<file path="config.mk">
export PLATFORM = sky130hd
export DESIGN_NAME = cabinet_post_eq_gain_mix_flat
export DESIGN_NICKNAME = d
export VERILOG_FILES = /design/src/design/cpeg_pkg.sv /design/src/design/cpeg_in_if.sv /design/src/design/cpeg_out_if.sv /design/src/design/cpeg_mac.sv /design/src/design/cabinet_post_eq_gain_mix.sv /design/src/flat_wrapper.sv
export SDC_FILE = /design/constraint.sdc
export NUM_CORES = 2
export LEC_CHECK = 0
export ABC_AREA = 0
export BUFFER_PORTS_ARGS = -buffer_cell sky130_fd_sc_hd__buf_2
export CAP_MARGIN = 20
export CORE_MARGIN = 2
export CORE_UTILIZATION = 52
export DETAILED_ROUTE_END_ITERATION = 16
export PLACE_DENSITY_LB_ADDON = 0.12
export SLEW_MARGIN = 10
export SYNTH_ARGS = -nofsm -noshare
export SYNTH_HDL_FRONTEND = slang
export SYNTH_SLANG_ARGS = --single-unit
</file>
<file path="constraint.sdc">
create_clock -name clk_i -period 11.2 [get_ports clk_i]
set_input_delay 1.12 -clock clk_i [delete_from_list [all_inputs] [get_ports clk_i]]
set_output_delay 1.12 -clock clk_i [all_outputs]
set_load 0.03 [all_outputs]
</file>
<file path="src/design/cpeg_pkg.sv">
// Shared types, widths and sequencer constants of the cabinet post-EQ gain/mix block.
package cpeg_pkg;

  localparam int SAMPLE_BITS    = 24;
  localparam int COEF_FRAC_BITS = 30;
  localparam int GUARD_BITS     = 8;
  localparam int GAIN_FRAC_BITS = 28;
  localparam int MIX_FRAC_BITS  = 16;

  localparam int DATA_W     = 32;                          // filter history and outputs
  localparam int B0_W       = 31;
  localparam int GAIN_W     = 32;
  localparam int MIX_W      = MIX_FRAC_BITS + 1;
  localparam int OP_W       = DATA_W + 1;                  // signed operand of the multiplier
  localparam int PROD_W     = 2 * OP_W;
  localparam int ACC_W      = 56;
  localparam int WET_W      = DATA_W + GAIN_W - GAIN_FRAC_BITS;
  localparam int MIX_SPLIT  = WET_W / 2;
  localparam int COEF_SHIFT = COEF_FRAC_BITS - GUARD_BITS;
  localparam int CFG_IDX_W  = 3;
  localparam int CFG_DATA_W = 32;

  localparam logic [MIX_W-1:0] MIX_ONE = MIX_W'(1) << MIX_FRAC_BITS;

  localparam longint Y_MAX   = (longint'(1) << (DATA_W - 1)) - 1;
  localparam longint Y_MIN   = -Y_MAX - 1;
  localparam longint OUT_MAX = (longint'(1) << (SAMPLE_BITS - 1)) - 1;
  localparam longint OUT_MIN = -OUT_MAX - 1;

  // Places in a biquad history row
  localparam logic [1:0] H_X1 = 2'd0;
  localparam logic [1:0] H_X2 = 2'd1;
  localparam logic [1:0] H_Y1 = 2'd2;
  localparam logic [1:0] H_Y2 = 2'd3;

  // Sequencer steps
  localparam int STEP_W = 5;
  localparam logic [STEP_W-1:0] BQ_X    = STEP_W'(0);
  localparam logic [STEP_W-1:0] BQ_H0   = STEP_W'(1);
  localparam logic [STEP_W-1:0] BQ_H1   = STEP_W'(2);
  localparam logic [STEP_W-1:0] BQ_A1   = STEP_W'(3);
  localparam logic [STEP_W-1:0] BQ_A2   = STEP_W'(4);
  localparam logic [STEP_W-1:0] BQ_TAIL = STEP_W'(5);
  localparam logic [STEP_W-1:0] BQ_FIN  = STEP_W'(6);
  localparam logic [STEP_W-1:0] BQ_LEN  = STEP_W'(7);

  localparam logic [STEP_W-1:0] STEP_HP     = BQ_LEN;
  localparam logic [STEP_W-1:0] STEP_GAIN   = STEP_W'(2) * BQ_LEN;
  localparam logic [STEP_W-1:0] STEP_WET    = STEP_GAIN + STEP_W'(1);
  localparam logic [STEP_W-1:0] STEP_DRY    = STEP_GAIN + STEP_W'(2);
  localparam logic [STEP_W-1:0] STEP_WH     = STEP_GAIN + STEP_W'(3);
  localparam logic [STEP_W-1:0] STEP_WL     = STEP_GAIN + STEP_W'(4);
  localparam logic [STEP_W-1:0] STEP_WL_ACC = STEP_GAIN + STEP_W'(5);
  localparam logic [STEP_W-1:0] STEP_LAST   = STEP_GAIN + STEP_W'(6);

  typedef enum logic [CFG_IDX_W-1:0] {
    CFG_LP_B0   = 3'd0,
    CFG_LP_A1   = 3'd1,
    CFG_LP_A2   = 3'd2,
    CFG_HP_B0   = 3'd3,
    CFG_HP_A1   = 3'd4,
    CFG_HP_A2   = 3'd5,
    CFG_GAIN    = 3'd6,
    CFG_WET_MIX = 3'd7
  } cfg_idx_e;

  typedef enum logic {
    ST_IDLE,
    ST_BUSY
  } state_e;

  typedef enum logic [2:0] {
    ACC_HOLD,
    ACC_LOAD,
    ACC_ADD,
    ACC_SUB,
    ACC_WET
  } acc_op_e;

  typedef enum logic [1:0] {
    TERM_RAW,    // product as is
    TERM_COEF,   // coefficient product, floor shift to guard scale
    TERM_COEF2,  // same, doubled
    TERM_HI      // upper wet half, moved up by the split point
  } term_e;

  typedef struct packed {
    acc_op_e acc_op;
    term_e   term;
  } mac_ctrl_t;

endpackage

</file>
<file path="src/design/cpeg_in_if.sv">
// Input channel: wet and dry sample pair with valid/ready.
interface cpeg_in_if import cpeg_pkg::*; ();
  logic                          valid;
  logic                          ready;
  logic signed [SAMPLE_BITS-1:0] wet_sample;
  logic signed [SAMPLE_BITS-1:0] dry_sample;

  modport source (output valid, output wet_sample, output dry_sample, input ready);
  modport sink   (input valid, input wet_sample, input dry_sample, output ready);
endinterface

</file>
<file path="src/design/cpeg_out_if.sv">
// Output channel: mixed sample with valid/ready.
interface cpeg_out_if import cpeg_pkg::*; ();
  logic                          valid;
  logic                          ready;
  logic signed [SAMPLE_BITS-1:0] out_sample;

  modport source (output valid, output out_sample, input ready);
  modport sink   (input valid, input out_sample, output ready);
endinterface

</file>
<file path="src/design/cpeg_mac.sv">
// Shared multiplier with registered product, accumulator and rounding/saturation.
module cpeg_mac import cpeg_pkg::*; (
  input  logic                          clk_i,
  input  logic signed [OP_W-1:0]        op_a_i,
  input  logic signed [OP_W-1:0]        op_b_i,
  input  mac_ctrl_t                     ctrl_i,
  output logic signed [DATA_W-1:0]      biq_y_o,
  output logic signed [SAMPLE_BITS-1:0] mix_y_o,
  output logic signed [WET_W-1:0]       wet_o
);

  logic signed [PROD_W-1:0] prod_q;
  logic signed [PROD_W-1:0] prod_d;
  logic signed [PROD_W-1:0] coef_t;
  logic signed [PROD_W-1:0] wet_r;
  logic signed [ACC_W-1:0]  term;
  logic signed [ACC_W-1:0]  acc_q, acc_d;
  logic signed [WET_W-1:0]  wet_q, wet_d;
  logic signed [ACC_W-1:0]  biq_r, mix_r;

  assign prod_d = PROD_W'(op_a_i) * PROD_W'(op_b_i);
  assign coef_t = prod_q >>> COEF_SHIFT;

  always_comb begin
    case (ctrl_i.term)
      TERM_COEF:  term = ACC_W'(coef_t);
      TERM_COEF2: term = ACC_W'(coef_t) <<< 1;
      TERM_HI:    term = ACC_W'(prod_q) <<< MIX_SPLIT;
      default:    term = ACC_W'(prod_q);
    endcase
  end

  // round half up by the gain fraction
  assign wet_r = (prod_q + (PROD_W'(1) <<< (GAIN_FRAC_BITS - 1))) >>> GAIN_FRAC_BITS;

  always_comb begin
    acc_d = acc_q;
    wet_d = wet_q;
    case (ctrl_i.acc_op)
      ACC_LOAD: acc_d = term;
      ACC_ADD:  acc_d = acc_q + term;
      ACC_SUB:  acc_d = acc_q - term;
      ACC_WET:  wet_d = WET_W'(wet_r);
      default:  acc_d = acc_q;
    endcase
  end

  always_ff @(posedge clk_i) begin
    prod_q <= prod_d;
    acc_q  <= acc_d;
    wet_q  <= wet_d;
  end

  assign biq_r = (acc_q + (ACC_W'(1) <<< (GUARD_BITS - 1))) >>> GUARD_BITS;
  assign mix_r = (acc_q + (ACC_W'(1) <<< (MIX_FRAC_BITS - 1))) >>> MIX_FRAC_BITS;

  always_comb begin
    if (biq_r > ACC_W'(Y_MAX)) begin
      biq_y_o = DATA_W'(Y_MAX);
    end else if (biq_r < ACC_W'(Y_MIN)) begin
      biq_y_o = DATA_W'(Y_MIN);
    end else begin
      biq_y_o = DATA_W'(biq_r);
    end
    if (mix_r > ACC_W'(OUT_MAX)) begin
      mix_y_o = SAMPLE_BITS'(OUT_MAX);
    end else if (mix_r < ACC_W'(OUT_MIN)) begin
      mix_y_o = SAMPLE_BITS'(OUT_MIN);
    end else begin
      mix_y_o = SAMPLE_BITS'(mix_r);
    end
  end

  assign wet_o = wet_q;

endmodule

</file>
<file path="src/design/cabinet_post_eq_gain_mix.sv">
// Top level: post-cabinet lowpass/highpass EQ, makeup gain and dry/wet mix.
//
// Usage:
//   in_i carries one wet (convolved) sample and its dry twin per transfer;
//   out_o returns one mixed, saturated sample per input transfer, in order.
//   The cfg port writes the eight coefficient/gain/mix registers by index;
//   write them only while no sample is in flight.
// Timing:
//   One shared 33x33 multiplier does all fourteen products of an item, one per
//   cycle, under a step counter. The two biquads need seven steps each since
//   the highpass input is the lowpass output; gain takes two, the mix five.
//   in_i.ready is high only while idle, so no new item is taken until the last
//   one has been loaded into the output register.
// Stall:
//   The result sits in an output register; the block goes back to idle at
//   once if that register is free, or holds the final step until out_o.ready
//   frees it.
// Reset:
//   rst_ni clears filter history and restores the default registers
//   (unity b0 and gain, zero feedback, fully wet).
module cabinet_post_eq_gain_mix import cpeg_pkg::*; (
  input  logic                  clk_i,
  input  logic                  rst_ni,
  cpeg_in_if.sink               in_i,
  cpeg_out_if.source            out_o,
  input  logic                  cfg_we_i,
  input  logic [CFG_IDX_W-1:0]  cfg_idx_i,
  input  logic [CFG_DATA_W-1:0] cfg_data_i
);

  // configuration registers
  logic        [B0_W-1:0]   lp_b0_q, hp_b0_q;
  logic signed [DATA_W-1:0] lp_a1_q, lp_a2_q, hp_a1_q, hp_a2_q;
  logic        [GAIN_W-1:0] gain_q;
  logic        [MIX_W-1:0]  wet_mix_q;

  // item and filter state
  state_e                        state_q, state_d;
  logic [STEP_W-1:0]             step_q;
  logic signed [SAMPLE_BITS-1:0] x_q, dry_q;
  logic signed [DATA_W-1:0]      lp_hist_q [4];
  logic signed [DATA_W-1:0]      hp_hist_q [4];
  logic signed [SAMPLE_BITS-1:0] out_q;
  logic                          out_valid_q;

  // sequencer outputs
  mac_ctrl_t                mac_ctrl;
  logic signed [OP_W-1:0]   op_a, op_b;
  logic                     lp_upd, hp_upd, out_load, step_adv;

  logic signed [DATA_W-1:0]      biq_y;
  logic signed [SAMPLE_BITS-1:0] mix_y;
  logic signed [WET_W-1:0]       wet;

  logic                     in_xfer, out_free, bq_hp;
  logic [STEP_W-1:0]        bq_k;
  logic [MIX_W-1:0]         mix_eff, mix_inv;
  logic        [B0_W-1:0]   bq_b0;
  logic signed [DATA_W-1:0] bq_a1, bq_a2, bq_x;
  logic signed [DATA_W-1:0] bq_h [4];

  assign in_i.ready = (state_q == ST_IDLE);
  assign in_xfer    = in_i.valid && in_i.ready;
  assign out_free   = !out_valid_q || out_o.ready;

  // Mix settings above one act as one.
  assign mix_eff = (wet_mix_q > MIX_ONE) ? MIX_ONE : wet_mix_q;
  assign mix_inv = MIX_ONE - mix_eff;

  // Pick the biquad that the step counter is in.
  assign bq_hp = (step_q >= STEP_HP);
  assign bq_k  = bq_hp ? (step_q - STEP_HP) : step_q;
  assign bq_b0 = bq_hp ? hp_b0_q : lp_b0_q;
  assign bq_a1 = bq_hp ? hp_a1_q : lp_a1_q;
  assign bq_a2 = bq_hp ? hp_a2_q : lp_a2_q;
  // highpass input is the newest lowpass output
  assign bq_x  = bq_hp ? lp_hist_q[H_Y1] : DATA_W'(x_q);

  always_comb begin
    for (int i = 0; i < 4; i++) begin
      bq_h[i] = bq_hp ? hp_hist_q[i] : lp_hist_q[i];
    end
  end

  // Next state
  always_comb begin
    state_d = state_q;
    case (state_q)
      ST_IDLE: begin
        if (in_xfer) state_d = ST_BUSY;
      end
      ST_BUSY: begin
        if (step_q == STEP_LAST && out_free) state_d = ST_IDLE;
      end
      default: state_d = ST_IDLE;
    endcase
  end

  // Step decode: operands for the multiplier, accumulator op for the product
  // registered at the previous step, and history/output writes.
  always_comb begin
    mac_ctrl = '{acc_op: ACC_HOLD, term: TERM_RAW};
    op_a     = '0;
    op_b     = '0;
    lp_upd   = 1'b0;
    hp_upd   = 1'b0;
    out_load = 1'b0;
    step_adv = 1'b0;
    case (state_q)
      ST_BUSY: begin
        step_adv = 1'b1;
        if (step_q < STEP_GAIN) begin
          case (bq_k)
            BQ_X: begin
              op_a = OP_W'(bq_b0);
              op_b = OP_W'(bq_x);
            end
            BQ_H0: begin
              op_a     = OP_W'(bq_b0);
              op_b     = OP_W'(bq_h[H_X1]);
              mac_ctrl = '{acc_op: ACC_LOAD, term: TERM_COEF};
            end
            BQ_H1: begin
              op_a     = OP_W'(bq_b0);
              op_b     = OP_W'(bq_h[H_X2]);
              // middle tap is +2*b0 for lowpass, -2*b0 for highpass
              mac_ctrl = '{acc_op: (bq_hp ? ACC_SUB : ACC_ADD), term: TERM_COEF2};
            end
            BQ_A1: begin
              op_a     = OP_W'(bq_a1);
              op_b     = OP_W'(bq_h[H_Y1]);
              mac_ctrl = '{acc_op: ACC_ADD, term: TERM_COEF};
            end
            BQ_A2: begin
              op_a     = OP_W'(bq_a2);
              op_b     = OP_W'(bq_h[H_Y2]);
              mac_ctrl = '{acc_op: ACC_SUB, term: TERM_COEF};
            end
            BQ_TAIL: mac_ctrl = '{acc_op: ACC_SUB, term: TERM_COEF};
            BQ_FIN: begin
              lp_upd = !bq_hp;
              hp_upd = bq_hp;
            end
            default: ;
          endcase
        end else begin
          case (step_q)
            STEP_GAIN: begin
              op_a = OP_W'(gain_q);
              op_b = OP_W'(hp_hist_q[H_Y1]);
            end
            STEP_WET: mac_ctrl = '{acc_op: ACC_WET, term: TERM_RAW};
            STEP_DRY: begin
              op_a = OP_W'(mix_inv);
              op_b = OP_W'(dry_q);
            end
            STEP_WH: begin
              op_a     = OP_W'(mix_eff);
              op_b     = OP_W'($signed(wet[WET_W-1:MIX_SPLIT]));
              mac_ctrl = '{acc_op: ACC_LOAD, term: TERM_RAW};
            end
            STEP_WL: begin
              op_a     = OP_W'(mix_eff);
              op_b     = OP_W'(wet[MIX_SPLIT-1:0]);
              mac_ctrl = '{acc_op: ACC_ADD, term: TERM_HI};
            end
            STEP_WL_ACC: mac_ctrl = '{acc_op: ACC_ADD, term: TERM_RAW};
            STEP_LAST: begin
              // hold here until the output register frees up
              out_load = out_free;
              step_adv = 1'b0;
            end
            default: ;
          endcase
        end
      end
      default: ;
    endcase
  end

  cpeg_mac u_mac (
    .clk_i   (clk_i),
    .op_a_i  (op_a),
    .op_b_i  (op_b),
    .ctrl_i  (mac_ctrl),
    .biq_y_o (biq_y),
    .mix_y_o (mix_y),
    .wet_o   (wet)
  );

  // Configuration writes
  always_ff @(posedge clk_i or negedge rst_ni) begin
    if (!rst_ni) begin
      lp_b0_q   <= B0_W'(1) << COEF_FRAC_BITS;
      lp_a1_q   <= '0;
      lp_a2_q   <= '0;
      hp_b0_q   <= B0_W'(1) << COEF_FRAC_BITS;
      hp_a1_q   <= '0;
      hp_a2_q   <= '0;
      gain_q    <= GAIN_W'(1) << GAIN_FRAC_BITS;
      wet_mix_q <= MIX_ONE;
    end else if (cfg_we_i) begin
      case (cfg_idx_e'(cfg_idx_i))
        CFG_LP_B0:   lp_b0_q   <= cfg_data_i[B0_W-1:0];
        CFG_LP_A1:   lp_a1_q   <= $signed(cfg_data_i[DATA_W-1:0]);
        CFG_LP_A2:   lp_a2_q   <= $signed(cfg_data_i[DATA_W-1:0]);
        CFG_HP_B0:   hp_b0_q   <= cfg_data_i[B0_W-1:0];
        CFG_HP_A1:   hp_a1_q   <= $signed(cfg_data_i[DATA_W-1:0]);
        CFG_HP_A2:   hp_a2_q   <= $signed(cfg_data_i[DATA_W-1:0]);
        CFG_GAIN:    gain_q    <= cfg_data_i[GAIN_W-1:0];
        CFG_WET_MIX: wet_mix_q <= cfg_data_i[MIX_W-1:0];
        default: ;
      endcase
    end
  end

  // Sequencer, filter history and output register
  always_ff @(posedge clk_i or negedge rst_ni) begin
    if (!rst_ni) begin
      state_q     <= ST_IDLE;
      step_q      <= '0;
      out_valid_q <= 1'b0;
      for (int i = 0; i < 4; i++) begin
        lp_hist_q[i] <= '0;
        hp_hist_q[i] <= '0;
      end
    end else begin
      state_q <= state_d;
      if (in_xfer) begin
        step_q <= '0;
      end else if (step_adv) begin
        step_q <= step_q + STEP_W'(1);
      end
      if (lp_upd) begin
        lp_hist_q[H_X2] <= lp_hist_q[H_X1];
        lp_hist_q[H_X1] <= bq_x;
        lp_hist_q[H_Y2] <= lp_hist_q[H_Y1];
        lp_hist_q[H_Y1] <= biq_y;
      end
      if (hp_upd) begin
        hp_hist_q[H_X2] <= hp_hist_q[H_X1];
        hp_hist_q[H_X1] <= bq_x;
        hp_hist_q[H_Y2] <= hp_hist_q[H_Y1];
        hp_hist_q[H_Y1] <= biq_y;
      end
      if (out_load) begin
        out_valid_q <= 1'b1;
      end else if (out_o.ready) begin
        out_valid_q <= 1'b0;
      end
    end
  end

  // Payload registers
  always_ff @(posedge clk_i) begin
    if (in_xfer) begin
      x_q   <= in_i.wet_sample;
      dry_q <= in_i.dry_sample;
    end
    if (out_load) begin
      out_q <= mix_y;
    end
  end

  assign out_o.valid      = out_valid_q;
  assign out_o.out_sample = out_q;

endmodule
</file>
<file path="src/flat_wrapper.sv">
// flat-port wrapper written by rule: the top's interface ports become plain ports
module cabinet_post_eq_gain_mix_flat import cpeg_pkg::*;
  (clk_i, rst_ni, cfg_we_i, cfg_idx_i, cfg_data_i, in_i_valid, in_i_wet_sample, in_i_dry_sample, in_i_ready, out_o_valid, out_o_out_sample, out_o_ready);
  cpeg_in_if in_i_i ();
  cpeg_out_if out_o_i ();
  input  logic clk_i;
  input  logic rst_ni;
  input  logic cfg_we_i;
  input  logic [CFG_IDX_W-1:0] cfg_idx_i;
  input  logic [CFG_DATA_W-1:0] cfg_data_i;
  input wire logic [$bits(in_i_i.valid)-1:0] in_i_valid;
  input wire logic [$bits(in_i_i.wet_sample)-1:0] in_i_wet_sample;
  input wire logic [$bits(in_i_i.dry_sample)-1:0] in_i_dry_sample;
  output wire logic [$bits(in_i_i.ready)-1:0] in_i_ready;
  output wire logic [$bits(out_o_i.valid)-1:0] out_o_valid;
  output wire logic [$bits(out_o_i.out_sample)-1:0] out_o_out_sample;
  input wire logic [$bits(out_o_i.ready)-1:0] out_o_ready;
  assign in_i_i.valid = in_i_valid;
  assign in_i_i.wet_sample = in_i_wet_sample;
  assign in_i_i.dry_sample = in_i_dry_sample;
  assign in_i_ready = in_i_i.ready;
  assign out_o_valid = out_o_i.valid;
  assign out_o_out_sample = out_o_i.out_sample;
  assign out_o_i.ready = out_o_ready;
  cabinet_post_eq_gain_mix u_core (.clk_i(clk_i), .rst_ni(rst_ni), .in_i(in_i_i), .out_o(out_o_i), .cfg_we_i(cfg_we_i), .cfg_idx_i(cfg_idx_i), .cfg_data_i(cfg_data_i));
endmodule
</file>
==> flow_summary.yaml <==
worst_setup_path:
  critPathMaxStageDelay_ps: 670
  crit_family: "adder cells"
  r2r_cells: 37
  r2r-end: "u_core.u_mac.prod_q[65]$_DFF_P_"
  crit_top_cell: "fa_1"
  start_kind: "flip-flop"
  crit_start: "u_core.step_q[0]$_DFFE_PN0P_"
  cp.depth: 37
  cp.arrival_ps: 11320
  critical_path_class: "reg2reg"
  critPathRequiredTime_ps: 11750
  crit_path_max_fanout: 56
  reg2reg_from: "u_core.step_q[0]$_DFFE_PN0P_"
  path_buf_inv: 7
  ff2ff_setup_slack_ps: 430
  worst_setup_path_end_kind: "flip-flop"
  endpoint: "u_core.u_mac.prod_q[65]$_DFF_P_"
  critPathSlowestCell: "or4b_2"
timing:
  finalSetupViolCount: 0
  clock_skew_ps: 31.2
  drv_slew: 0
  fin_crit_sh_pct: 96.2
  fmax_mhz: 92.8
  maxSlewHeadroom_pct: 22.8
  fin_tns_setup_ps: 0
  hold_viol_final: 0
  worst_pin_slew_ps: 1160
  period_minus_slack_ps: 10770
global_route:
  grt_pass1_vias: 63231
  grt_pass1_wl_microns: 407000
  gr-total-overflow: 0
  grt_max_degree: 171
  grtUsageTotal_pct: 36.0
  antenna_found_initial: 7
cells_and_area:
  syn_to_final_growth_pct: 11.8
  final_nets: 9885
  design_area_sq_um: 86600
  fillers: 13053
  layout.cells.non_filler: 10369
  multi_input_area_sq_um: 52600
  drive_above_1_share_pct: 15.1
  seq_area_sq_um: 18800
route:
  drt-pass1-iter-count: 9
  num_vias: 62003
  wl_per_cell_microns: 26.2
  route.detailed.drc: 0
  ant_nets: 0
  vias_per_cell: 5.98
  drt-initial-drc-count: 6155
  drt_wl_total_microns: 272000
cts:
  ctsHoldBuffers: 0
  numCtsBuffers: 79
  cts.sinks: 732
  cts_tree: "yes"
  cts-root-buf: "clkbuf_16"
  clkTransAtPathRegs_ps: 60
  h-tree-depth: 3
  cts_buffer_depth: 3
  clk_latency_ps: 690
synth:
  synth_commonest_cells: "1,340 x nand2_1, 1,282 x inv_1, 1,147 x fa_1"
  yosysMostFrequentCell: "nand2_1"
  syn-cell-area_sq_um: 77500
  yosys.area.top_type: "fa_1"
  synth_cell_types: 97
  synth_flop_cell: "dfrtp_1"
  syn_area_per_cell_sq_um: 9.49
  synth_top_area_share_pct: 29.6
  yosys_warnings: 0
  ys_top_cells_by_area: "fa_1 30%, dfrtp_1 16%, nand2_1 6.5%, edfxtp_1 6.4%, inv_1 6.2%"
  synth-edff-count: 164
  async_flop_share_pct: 68.6
  ys_seq_area_share_pct: 24.3
  synth.net_count: 9677
  ys_ff_latch: 732
  synth_cells: 8161
floorplanning:
  rows: 141
  fp.dieH_microns: 390
  io_pins: 114
  die_w_microns: 390
  dieArea_sq_um: 152000
  initial_core_util_pct: 52.4
  core_sq_um: 148000
min_path:
  hold_class: "in2async"
place:
  place_congestion: 0.986
  post-dp-hpwl_microns: 211000
  dp.cells: 10202
  place_area_sq_um: 83600
  io_buffers: 113
outcome:
  status: "finished clean"
job:
  maxCapViolations: 0
==> cell usage in the layout, fill, tap and decap left out, types with 18 or more instances in the layout <==
cell type and n:
or2_2 23, a221oi_1 30, mux2i_1 52, clkbuf_16 84, nor2b_1 27, buf_2 112
a21oi_1 272, xnor2_1 169, dfxtp_1 66, edfxtp_1 164, dfrtp_1 496, nand4_1 34
nand3_1 120, o21a_1 35, buf_4 379, fa_1 1146, a31oi_1 36, a21o_1 74
clkbuf_1 19, a221o_1 67, o21bai_1 21, mux2_2 403, inv_1 1279, o22ai_1 38
nand2b_1 47, nand2_1 1337, and2_1 151, a22oi_1 50, a222oi_1 71, buf_12 84
nor4_1 19, ha_1 277, nor2_1 467, a211oi_1 18, and3_1 33, o21ai_0 226
xor2_1 106, nor3_1 40
==> final cells by class <==
cell class	instances	area share, %
diodes	4	0.0116
clock buffers	110	2.58
clock inverters	37	0.441
inverters	1283	5.57
multi-input cells	5686	60.8
flip-flops and latches	732	21.7
well taps	1930	2.79
repair buffers	587	6.08
==> layer usage <==
layer  wire (microns)  vias to the layer above  global-route usage (%)
met1           111000                    31658                    50.2
met4            14300                        0                    16.4
li1                 -                    26668                       -
met3            25400                      607                    6.44
met2           122000                     3070                    55.0
met5                0                        -                       0
==> through the flow <==
| step | hold WS (ps) | util (%) | setup slack [ps] |
|---|---|---|---|
| 5_1_grt | 487 | 58.6 | -10.8 |
| 3_3_place_gp | 458 | 56.5 | -7.27 |
| 2_1_floorplan | 446 | - | 57.7 |
| 3_5_place_dp | 463 | 56.5 | -8.52 |
| 6_report | 475 | 58.6 | 429 |
| 4_1_cts | 477 | 58.3 | 40.3 |
==> how the worst min path moves through the flow <==
stage | startpoint | end
after floorplan | u_core.lp_hist_q[65]$_DFFE_PN0P_ | u_core.lp_hist_q[65]$_DFFE_PN0P_
after global placement | u_core.lp_hist_q[9]$_DFFE_PN0P_ | u_core.lp_hist_q[9]$_DFFE_PN0P_
after detailed placement | u_core.lp_hist_q[75]$_DFFE_PN0P_ | u_core.lp_hist_q[75]$_DFFE_PN0P_
after CTS | u_core.lp_hist_q[75]$_DFFE_PN0P_ | u_core.lp_hist_q[75]$_DFFE_PN0P_
after global routing | u_core.lp_hist_q[23]$_DFFE_PN0P_ | u_core.lp_hist_q[23]$_DFFE_PN0P_
final | rst_ni | u_core.lp_hist_q[3]$_DFFE_PN0P_
==> cell families after synthesis <==
logic type / after synthesis / share of synthesized area [%]
flip-flops: 732 / 24.3
AND/OR/NAND/NOR: 2380 / 13.3
AO/OA/AOI/OAI: 1146 / 10.1
XOR/XNOR: 275 / 3.11
adder cells (fa/ha/maj): 1428 / 34.2
multiplexers: 456 / 6.54
buffers and inverters: 1744 / 8.50
==> sequential cells by signal (all words and copies together), names as in the netlist, 31 cells and up <==
signal / cells
u_core.hp_hist_q: 128
u_core.u_mac.wet_o: 36
u_core.lp_hist_q: 128
u_core.lp_b0_q: 31
u_core.gain_q: 32
u_core.u_mac.prod_q: 66
u_core.lp_a2_q: 32
u_core.hp_a2_q: 32
u_core.hp_b0_q: 31
u_core.u_mac.acc_q: 56
u_core.lp_a1_q: 32
u_core.hp_a1_q: 32
==> repair_timing <==
action | CTS | global route
gates cloned | 0 | 3
endpoints found under the hold margin | 0 | 0
gates resized for setup | 3 | 58
setup endpoints to repair | 1 | 19
setup buffers | 0 | 13
pin swaps | 0 | 11
Power is left out: the tool's default activity adds up to more than one toggle a clock period on the data nets, which glitch-free logic cannot reach.
